<file path="config.mk">
export PLATFORM = sky130hd
export DESIGN_NAME = json_token_structure_validator
export DESIGN_NICKNAME = d
export VERILOG_FILES = /design/src/sv/jtsv_pkg.sv /design/src/sv/jtsv_ram.sv /design/src/sv/json_token_structure_validator.sv
export SDC_FILE = /design/constraint.sdc
export NUM_CORES = 1
export LEC_CHECK = 0
export BUFFER_PORTS_ARGS = -buffer_cell sky130_fd_sc_hd__buf_2
export CORE_UTILIZATION = 34
export CTS_CLUSTER_DIAMETER = 30
export CTS_CLUSTER_SIZE = 24
export DETAILED_ROUTE_END_ITERATION = 16
export SLEW_MARGIN = 0
export SYNTH_ARGS = -nofsm -noshare
export SYNTH_HDL_FRONTEND = slang
export SYNTH_SLANG_ARGS = --single-unit
</file>
<file path="constraint.sdc">
create_clock -name clock -period 3.2 [get_ports clock]
set_input_delay 0.48 -clock clock [delete_from_list [all_inputs] [get_ports clock]]
set_output_delay 0.48 -clock clock [all_outputs]
set_load 0.01 [all_outputs]
</file>
<file path="src/sv/jtsv_pkg.sv">
package jtsv_pkg;

   localparam int MAX_DEPTH = 32;
   localparam int LEVEL_W   = $clog2(MAX_DEPTH + 1);
   localparam int ADDR_W    = (MAX_DEPTH > 1) ? $clog2(MAX_DEPTH) : 1;

   localparam logic [3:0] TK_LBRACE   = 4'd0;
   localparam logic [3:0] TK_RBRACE   = 4'd1;
   localparam logic [3:0] TK_LBRACKET = 4'd2;
   localparam logic [3:0] TK_RBRACKET = 4'd3;
   localparam logic [3:0] TK_COLON    = 4'd4;
   localparam logic [3:0] TK_COMMA    = 4'd5;
   localparam logic [3:0] TK_STRING   = 4'd6;
   localparam logic [3:0] TK_NUMBER   = 4'd7;
   localparam logic [3:0] TK_TRUE     = 4'd8;
   localparam logic [3:0] TK_FALSE    = 4'd9;
   localparam logic [3:0] TK_NULL     = 4'd10;

   localparam logic [3:0] PS_START     = 4'd0;
   localparam logic [3:0] PS_OBJ_START = 4'd1;
   localparam logic [3:0] PS_OBJ_KEY   = 4'd2;
   localparam logic [3:0] PS_OBJ_COLON = 4'd3;
   localparam logic [3:0] PS_OBJ_VALUE = 4'd4;
   localparam logic [3:0] PS_OBJ_COMMA = 4'd5;
   localparam logic [3:0] PS_ARR_START = 4'd6;
   localparam logic [3:0] PS_ARR_VALUE = 4'd7;
   localparam logic [3:0] PS_ARR_COMMA = 4'd8;
   localparam logic [3:0] PS_DONE      = 4'd9;

   localparam logic RET_OBJECT = 1'b0;
   localparam logic RET_ARRAY  = 1'b1;

   localparam logic [1:0] ST_VALID    = 2'd0;
   localparam logic [1:0] ST_ACCEPTED = 2'd1;
   localparam logic [1:0] ST_REJECTED = 2'd2;

   typedef struct packed {
      logic [3:0] token_kind;
      logic       last_token;
   } req_payload_type;

   typedef struct packed {
      logic [1:0] status;
      logic [5:0] depth;
   } rsp_payload_type;

endpackage

</file>
<file path="src/sv/jtsv_ram.sv">
module jtsv_ram #(
   parameter int WIDTH = 1,
   parameter int DEPTH = 32,
   localparam int AW   = (DEPTH > 1) ? $clog2(DEPTH) : 1
) (
   input  logic             clock,
   input  logic             wr_en,
   input  logic [AW-1:0]    wr_addr,
   input  logic [WIDTH-1:0] wr_data,
   input  logic [AW-1:0]    rd_addr,
   output logic [WIDTH-1:0] rd_data
);

   logic [WIDTH-1:0] mem [DEPTH];

   always_ff @(posedge clock) begin
      if (wr_en) begin
         mem[wr_addr] <= wr_data;
      end
      rd_data <= mem[rd_addr];
   end

endmodule

</file>
<file path="src/sv/json_token_structure_validator.sv">
// JSON token structure validator. Takes one token kind per cycle and returns one
// result per token (status and open-container depth) through a registered output
// stage, in the cycle after the token is accepted; a new token is taken in every cycle
// that the output register is empty or being drained. The nesting stack is a
// 1-bit x MAX_DEPTH single-port-write RAM with registered read: the top entry is
// held in a register and the entry below it is read ahead every cycle, so a close
// bracket pops without a stall and back-to-back pushes and pops need none either. An
// error holds status at rejected until the token flagged last, which reports the
// document outcome and re-arms the parser; no clearing pass is needed after reset.
module json_token_structure_validator
   import jtsv_pkg::*;
(
   input  logic            clock,
   input  logic            reset,
   input  logic            req_valid,
   output logic            req_ready,
   input  req_payload_type req_data,
   output logic            rsp_valid,
   input  logic            rsp_ready,
   output rsp_payload_type rsp_data
);

   logic [3:0]         state_ff, state_in;
   logic [LEVEL_W-1:0] level_ff, level_in;
   logic               err_ff, err_in;
   logic               first_ff, first_in;
   logic               top_ff, top_in;
   logic               rsp_valid_ff, rsp_valid_in;
   rsp_payload_type    rsp_data_ff, rsp_data_in;

   logic               accept;
   logic               below_kind;
   logic [3:0]         tok;
   logic               last;
   logic               scalar;
   logic               ok;
   logic               do_open, do_close;
   logic               open_ret;
   logic [3:0]         nstate;
   logic [LEVEL_W-1:0] nlevel;
   logic               push, pop;
   logic               step_ok;
   logic [LEVEL_W-1:0] rd_level;

   assign tok       = req_data.token_kind;
   assign last      = req_data.last_token;
   assign scalar    = (tok inside {[TK_STRING:TK_NULL]});
   assign req_ready = !rsp_valid_ff || rsp_ready;
   assign accept    = req_valid && req_ready;

   always_comb begin
      nstate   = state_ff;
      nlevel   = level_ff;
      ok       = 1'b0;
      do_open  = 1'b0;
      do_close = 1'b0;
      open_ret = RET_OBJECT;
      push     = 1'b0;
      pop      = 1'b0;

      case (state_ff)
         PS_START: begin
            if (tok == TK_LBRACE || tok == TK_LBRACKET) begin
               do_open = 1'b1;
            end else if (scalar && first_ff && last) begin
               nstate = PS_DONE;
               ok     = 1'b1;
            end
         end
         PS_OBJ_START: begin
            if (tok == TK_RBRACE) begin
               do_close = 1'b1;
            end else if (tok == TK_STRING) begin
               nstate = PS_OBJ_KEY;
               ok     = 1'b1;
            end
         end
         PS_OBJ_KEY: begin
            if (tok == TK_COLON) begin
               nstate = PS_OBJ_COLON;
               ok     = 1'b1;
            end
         end
         PS_OBJ_COLON: begin
            if (tok == TK_LBRACE || tok == TK_LBRACKET) begin
               do_open = 1'b1;
            end else if (scalar) begin
               nstate = PS_OBJ_VALUE;
               ok     = 1'b1;
            end
         end
         PS_OBJ_VALUE: begin
            if (tok == TK_RBRACE) begin
               do_close = 1'b1;
            end else if (tok == TK_COMMA) begin
               nstate = PS_OBJ_COMMA;
               ok     = 1'b1;
            end
         end
         PS_OBJ_COMMA: begin
            if (tok == TK_STRING) begin
               nstate = PS_OBJ_KEY;
               ok     = 1'b1;
            end
         end
         PS_ARR_START, PS_ARR_VALUE, PS_ARR_COMMA: begin
            if (tok == TK_RBRACKET && state_ff != PS_ARR_COMMA) begin
               do_close = 1'b1;
            end else if (tok == TK_COMMA && state_ff == PS_ARR_VALUE) begin
               nstate = PS_ARR_COMMA;
               ok     = 1'b1;
            end else if (state_ff != PS_ARR_VALUE) begin
               open_ret = RET_ARRAY;
               if (tok == TK_LBRACE || tok == TK_LBRACKET) begin
                  do_open = 1'b1;
               end else if (scalar) begin
                  nstate = PS_ARR_VALUE;
                  ok     = 1'b1;
               end
            end
         end
         default: begin
            ok = 1'b0;
         end
      endcase

      if (do_open && (LEVEL_W'(MAX_DEPTH) > level_ff)) begin
         push   = 1'b1;
         ok     = 1'b1;
         nlevel = level_ff + 1'b1;
         nstate = (tok == TK_LBRACE) ? PS_OBJ_START : PS_ARR_START;
      end

      if (do_close && level_ff != '0) begin
         pop    = 1'b1;
         ok     = 1'b1;
         nlevel = level_ff - 1'b1;
         if (level_ff == LEVEL_W'(1)) begin
            nstate = PS_DONE;
         end else begin
            nstate = top_ff ? PS_ARR_VALUE : PS_OBJ_VALUE;
         end
      end
   end

   assign step_ok = accept && !err_ff && ok;

   always_comb begin
      state_in     = state_ff;
      level_in     = level_ff;
      err_in       = err_ff;
      first_in     = first_ff;
      top_in       = top_ff;
      rsp_valid_in = rsp_valid_ff && !rsp_ready;
      rsp_data_in  = rsp_data_ff;

      if (accept) begin
         first_in = 1'b0;
         if (step_ok) begin
            state_in = nstate;
            level_in = nlevel;
            if (push) begin
               top_in = open_ret;
            end else if (pop) begin
               top_in = below_kind;
            end
         end else begin
            err_in = 1'b1;
         end

         rsp_valid_in      = 1'b1;
         rsp_data_in.depth = 6'(level_in);
         if (last) begin
            rsp_data_in.status = (!err_in && state_in == PS_DONE) ? ST_ACCEPTED : ST_REJECTED;
            state_in = PS_START;
            level_in = '0;
            err_in   = 1'b0;
            first_in = 1'b1;
         end else begin
            rsp_data_in.status = err_in ? ST_REJECTED : ST_VALID;
         end
      end
   end

   // Prefetch the entry below the next top of stack.
   assign rd_level = level_in - LEVEL_W'(2);

   jtsv_ram #(
      .WIDTH (1),
      .DEPTH (MAX_DEPTH)
   ) u_stack (
      .clock   (clock),
      .wr_en   (step_ok && push),
      .wr_addr (level_ff[ADDR_W-1:0]),
      .wr_data (open_ret),
      .rd_addr (rd_level[ADDR_W-1:0]),
      .rd_data (below_kind)
   );

   always_ff @(posedge clock) begin
      if (reset) begin
         state_ff     <= PS_START;
         level_ff     <= '0;
         err_ff       <= 1'b0;
         first_ff     <= 1'b1;
         rsp_valid_ff <= 1'b0;
      end else begin
         state_ff     <= state_in;
         level_ff     <= level_in;
         err_ff       <= err_in;
         first_ff     <= first_in;
         rsp_valid_ff <= rsp_valid_in;
      end
      top_ff      <= top_in;
      rsp_data_ff <= rsp_data_in;
   end

   assign rsp_valid = rsp_valid_ff;
   assign rsp_data  = rsp_data_ff;

endmodule

</file>
==> results.cfg, run 1 <==
[worst_setup_path]
cpPeakStageDelay_ns = 0.39
cp-start-kind = flip-flop
r2r-start = level_ff[1]$_SDFF_PP0_
critPathKind = flip-flop to flip-flop
crit_buf_inv = 5
worst_path_most_repeated_cell = buf_6
cp_cell_sequence = inv_2 -> ha_4 -> or3b_4 -> nor3_4 -> buf_6 -> or2_4 -> buf_4 -> nand2_2 -> a211oi_2 -> buf_6 -> buf_8 -> mux2i_4 -> mux4_2 -> mux2i_1 -> a211o_1
timing.rr.end = u_stack.rd_data$_DFF_P_
cp-end-kind = flip-flop
rr_worst_depth = 15
crit_slowest_cell = or3b_4
path_delay_family = simple AND/OR/NAND/NOR gates
critical_path.max_fanout = 5
worstPathArrival_ns = 3.39
rrSetupSlack_ns = 0.02
cp.required_ns = 3.41

[global_routing]
grt_max_degree = 34
overflow = 0
grt_pass1_wl_um = 13900
antenna_found_initial = 0
grt_pass1_vias = 2685
grt_usage = 0.175

[floorplanning]
dieHeight_um = 101
core_um2 = 9370
dieArea_um2 = 10200
ioPinCount = 19
rows = 35
dieWidth_um = 101
start_util = 0.357

[placement]
placedCellCount = 509
hpwlAfterDp_um = 6050
port_buffers = 18
gp_congestion = 0.947

[cells_and_area]
fin_util = 0.447
layout.cells.non_filler = 527
drive_gt1_frac = 0.332
nets = 411
final_cell_mix = buf_4 (58), nor2_1 (56), edfxtp_1 (41)
diodes = 0
layout_commonest_cell = buf_4
n_fill_cell = 890
area_growth_pct = 25.2

[clocking]
postCtsHoldBufs = 0
h-tree-depth = 2
cts_root_buf = clkbuf_8
cts_buffer_depth = 2
cts_tree = done
clk_pin_slew_ns = 0.11
insertion_delay_ns = 0.32
cts-buffers-inserted = 5
cts_sinks = 55

[synth]
synth_flop_cell = edfxtp_1
synth_top_area_frac = 0.368
synth_edf_count = 41
synth_async_sr_flop_share = 0
synth_nets = 343
synth_largest_area_cell = edfxtp_1
synthTopCellsByArea = edfxtp_1 (37%), dfxtp_1 (8.4%), nor2_1 (6.4%)
avgSynthCellArea_um2 = 10.2
syn-instance-count = 329
yosysWarnings = 0
ys_seq_area_frac = 0.451
synth_cell_types = 73
syn_area_um2 = 3350
synth_seq_cells = 55

[route]
drc = 0
dr.pass1.iters = 5
drtAntennaViolNets = 0
drt-initial-drc-count = 187
vias = 2855
wl_um = 8590
viasPerCell = 5.42
avgRoutedWirePerCell_um = 16.3

[sta]
clock_skew_ns = 0.0112
holdWs_ns = 0.402
drv_slew = 0
max_slew_margin = 0.660
setup_viol = 0
tightest_slew_ns = 0.510
grt_setup_unrepaired = true
fmax_mhz = 314
fin_crit_sh = 0.994
post-route-min-period_ns = 3.18
finalHoldViolCount = 0

[min_path]
hp-class = input port to flip-flop
hold_path_depth = 3
hp-start = req_valid
worstHoldEndpoint = rsp_valid$_SDFF_PP0_

[power]
fin_total_pwr_w = 0.00135
irDropWorstVdd_uv = 177
cellPowerDensity_nw_per_um2 = 321
p_leak_nw = 1.56

[run_status]
outcome = complete, no violations

[run]
cap_violations = 0
layer usage:
metal / track usage / routed length, um
met3: 0.0262 / 480
met5: 0 / 0
met1: 0.252 / 3970
met4: 0.0479 / 112
met2: 0.273 / 4020
per-stage QoR:
step                      TNS, ns  instance area (um2)  worst slack, ns
after global routing      -0.0842                 4190          -0.0842
after floorplan                 0                 3370          0.00718
after global placement    -0.0973                 3920          -0.0973
after detailed placement   -0.202                 3920           -0.202
final                           0                 4190           0.0179
after CTS                       0                 4110          0.00999
state kept, by name, summed over array words and instances (netlist names):
| signal | count |
|---|---|
| first_ff | 1 |
| err_ff | 1 |
| rsp_data | 8 |
| level_ff | 6 |
| state_ff | 4 |
| u_stack.mem | 32 |
| u_stack.rd_data | 1 |
| top_ff | 1 |
| rsp_valid | 1 |
cells in the mapped netlist (4+ instances only):
library cell and instances:
a211oi_1 6, a21oi_1 8, a22oi_1 5, clkbuf_1 11, dfxtp_1 14, edfxtp_1 41
ha_1 5, inv_1 10, mux2i_1 11, mux4_2 6, nand2_1 23, nand3_1 7
nand3b_1 6, nor2_1 57, nor2b_1 4, nor3_1 7, nor3b_1 6, nor4_1 5
o21a_1 7, o21ai_0 13
tightest hold or removal path, delay by kind of cell:
family	cells	cell delay [ns]
buffers and inverters	2	0.15
AO/OA/AOI/OAI	1	0.05
power breakdown:
group	internal [W]	switching (W)
Clock	0.000159	0.000252
Combinational	0.0000741	0.0000852
Sequential	0.000769	0.00000643
layout make-up:
class | instances | area, um2 | area share
well taps | 129 | 161 | 0.0385
inverters | 10 | 37.5 | 0.00895
flip-flops and latches | 55 | 1520 | 0.362
multi-input cells | 244 | 1810 | 0.431
clock inverters | 3 | 23.8 | 0.00567
repair buffers | 81 | 579 | 0.138
clock buffers | 5 | 68.8 | 0.0164
worst max path at each step:
stage                           start                      end  cells past startpoint
3_3_place_gp              req_data[4]  u_stack.rd_data$_DFF_P_                     11
3_5_place_dp              req_data[4]  u_stack.rd_data$_DFF_P_                     11
5_1_grt        level_ff[1]$_SDFF_PP0_  u_stack.rd_data$_DFF_P_                     15
6_report       level_ff[1]$_SDFF_PP0_  u_stack.rd_data$_DFF_P_                     15
4_1_cts        level_ff[0]$_SDFF_PP0_  u_stack.rd_data$_DFF_P_                     15
2_1_floorplan  level_ff[0]$_SDFF_PP0_  u_stack.rd_data$_DFF_P_                     13
kinds of logic (layout without fill, tap and decap cells):
kind of cell,after synthesis,count (layout),share of synthesized area
simple gates,149,149,0.242
flops,55,55,0.451
xor+xnor,5,5,0.0153
mux,17,17,0.0732
fa+ha+maj,5,5,0.0187
compound gates,68,68,0.160
buf+inv,30,99,0.0396
repair_timing:
item	CTS	global route
resized for setup	11	13
endpoints found under the setup margin	1	1
pin swaps	3	10
buffers inserted	7	3
(Power assumes the default switching activity.)
==> run 2, diff against run 1 <==
REMOVE_ABC_BUFFERS = 1   (was unset)
==> run 2 against run 1 <==
Non-clock buffer count up 3. First-iteration DRC count is 8.6% higher. Register-to-register slack improved by 0.07 ns. Sequential power barely moved. Final cell count up 0.57%. Clock power grew 5%. Routed wire length is 3.2% lower.
==> results.cfg, run 2 (same netlist as run 1, synthesis figures left out) <==
[global_routing]
grt_max_degree = 34
grt_pass1_vias = 2594
overflow = 0
grt_usage = 0.173
grt_pass1_wl_um = 13600
antenna_found_initial = 0

[power]
p_leak_nw = 1.57
combPwrFrac = 0.115
pwr-share-clk = 0.315
irDropWorstVdd_uv = 184
intPower_w = 0.00101
switching_share = 0.257
pwr-share-seq = 0.570
switchingPower_w = 0.000350
cellPowerDensity_nw_per_um2 = 323

[run]
cap_violations = 0

[sta]
tightest_slew_ns = 0.506
grt_setup_unrepaired = false
holdWs_ns = 0.382
fmax_mhz = 321
finalHoldViolCount = 0
clock_skew_ns = 0.0147
post-route-min-period_ns = 3.11
setup_viol = 0
max_slew_margin = 0.660
fin_crit_sh = 0.973
final.setup.tns_ns = 0
drv_slew = 0

[placement]
hpwlAfterDp_um = 6100
port_buffers = 18
placedCellCount = 521
gp_congestion = 0.891

[floorplanning]
dieHeight_um = 101
start_util = 0.357
dieWidth_um = 101
core_um2 = 9370
ioPinCount = 19
rows = 35
dieArea_um2 = 10200

[clocking]
cts_tree = done
h-tree-depth = 2
cts_root_buf = clkbuf_8
clk_pin_slew_ns = 0.12
cts_sinks = 55
cts-buffers-inserted = 5
insertion_delay_ns = 0.33
cts_buffer_depth = 2

[route]
drt-initial-drc-count = 203
viasPerCell = 5.27
drc = 0
avgRoutedWirePerCell_um = 15.7
vias = 2793
drtAntennaViolNets = 0
dr.pass1.iters = 4
wl_um = 8310

[worst_setup_path]
worstPathArrival_ns = 3.33
critical_path.max_fanout = 5
critPathKind = flip-flop to flip-flop
path_delay_family = compound AO/OA/AOI/OAI gates
cp.required_ns = 3.42
cp-end-kind = flip-flop
worst_path_most_repeated_cell = buf_4
cp_cell_sequence = or4_1 -> buf_4 -> a211oi_1 -> buf_4 -> o41ai_4 -> a21oi_4 -> buf_4 -> mux4_2 -> mux2i_1 -> nor3b_1 -> a211o_1
cp-start-kind = flip-flop
crit_slowest_cell = or4_1
cpPeakStageDelay_ns = 0.59
crit_buf_inv = 3

[cells_and_area]
nets = 414
diodes = 0
drive_gt1_frac = 0.337
area_growth_pct = 25.9
multi_input_area_um2 = 1810
regMostFlops = u_stack.mem
n_fill_cell = 892
layout.cells.non_filler = 530
final_cell_mix = buf_4 (64), nor2_1 (57), edfxtp_1 (41)
register_area_um2 = 1520
layout_commonest_cell = buf_4
largest_register_ffs = 32

[min_path]
hp-class = input port to flip-flop

[run_status]
outcome = complete, no violations
## run 2: per-stage QoR
stage / setup slack [ns] / utilization / instance area [um2] / power, W
floorplan: -0.0790 / - / 3250 / 0.000862
global placement: -0.0917 / 0.426 / 3990 / 0.000937
detailed placement: -0.167 / 0.426 / 3990 / 0.000938
CTS: 0.00486 / 0.444 / 4160 / 0.00137
global route: 0.00875 / 0.450 / 4220 / 0.00141
finish: 0.0878 / 0.450 / 4220 / 0.00136
## run 2: worst paths after layout
kind                            startpoint                       to  slack, ns  cells after the start
setup / recovery  level_ff[5]$_SDFFE_PP0P_  u_stack.rd_data$_DFF_P_       0.09                     11
hold / removal                   req_valid     rsp_valid$_SDFF_PP0_       0.38                      3
setup reg to reg  level_ff[5]$_SDFFE_PP0P_  u_stack.rd_data$_DFF_P_       0.09                     11
hold reg to reg      first_ff$_SDFFE_PP1P_    first_ff$_SDFFE_PP1P_       0.50                      2
## run 2: layout make-up
type,count,area share
Multi-Input combinational cell,244,0.429
Sequential cell,55,0.360
Clock buffer,5,0.0163
Timing Repair Buffer,84,0.141
Inverter,10,0.00890
Tap cell,129,0.0383
Clock inverter,3,0.00742
## run 2: worst reg2reg max path, cell delays in order (launching register included)
cell and delay [ns]:
dfxtp_1 0.34, or4_1 0.59, buf_4 0.19, a211oi_1 0.25, buf_4 0.19, o41ai_4 0.08, a21oi_4 0.20, buf_4 0.19
mux4_2 0.49, mux2i_1 0.14, nor3b_1 0.06, a211o_1 0.28
## run 2: per-layer routing
metal / wire [um] / up-vias / part of all wire / track usage
li1: - / 1370 / - / -
met1: 4130 / 1346 / 0.50 / 0.256
met2: 3730 / 72 / 0.45 / 0.265
met3: 366 / 5 / 0.044 / 0.0228
met4: 72 / 0 / 0.0087 / 0.0424
met5: 0 / - / 0 / 0
## run 2: repair_timing
item | 4_1_cts | 5_1_grt
setup buffers | 1 | 0
cloned | 1 | 0
setup endpoints to repair | 1 | 1
resized for setup | 15 | 12
hold buffers | 0 | 0
pin swaps | 4 | 3
## run 2: power by group through the flow
stage | Clock, W | Sequential [W] | Combinational, W
2_1_floorplan | 0 | 0.000794 | 0.0000683
3_3_place_gp | 0 | 0.000792 | 0.000145
3_5_place_dp | 0 | 0.000792 | 0.000147
4_1_cts | 0.000439 | 0.000775 | 0.000154
5_1_grt | 0.000463 | 0.000777 | 0.000171
6_report | 0.000429 | 0.000776 | 0.000157
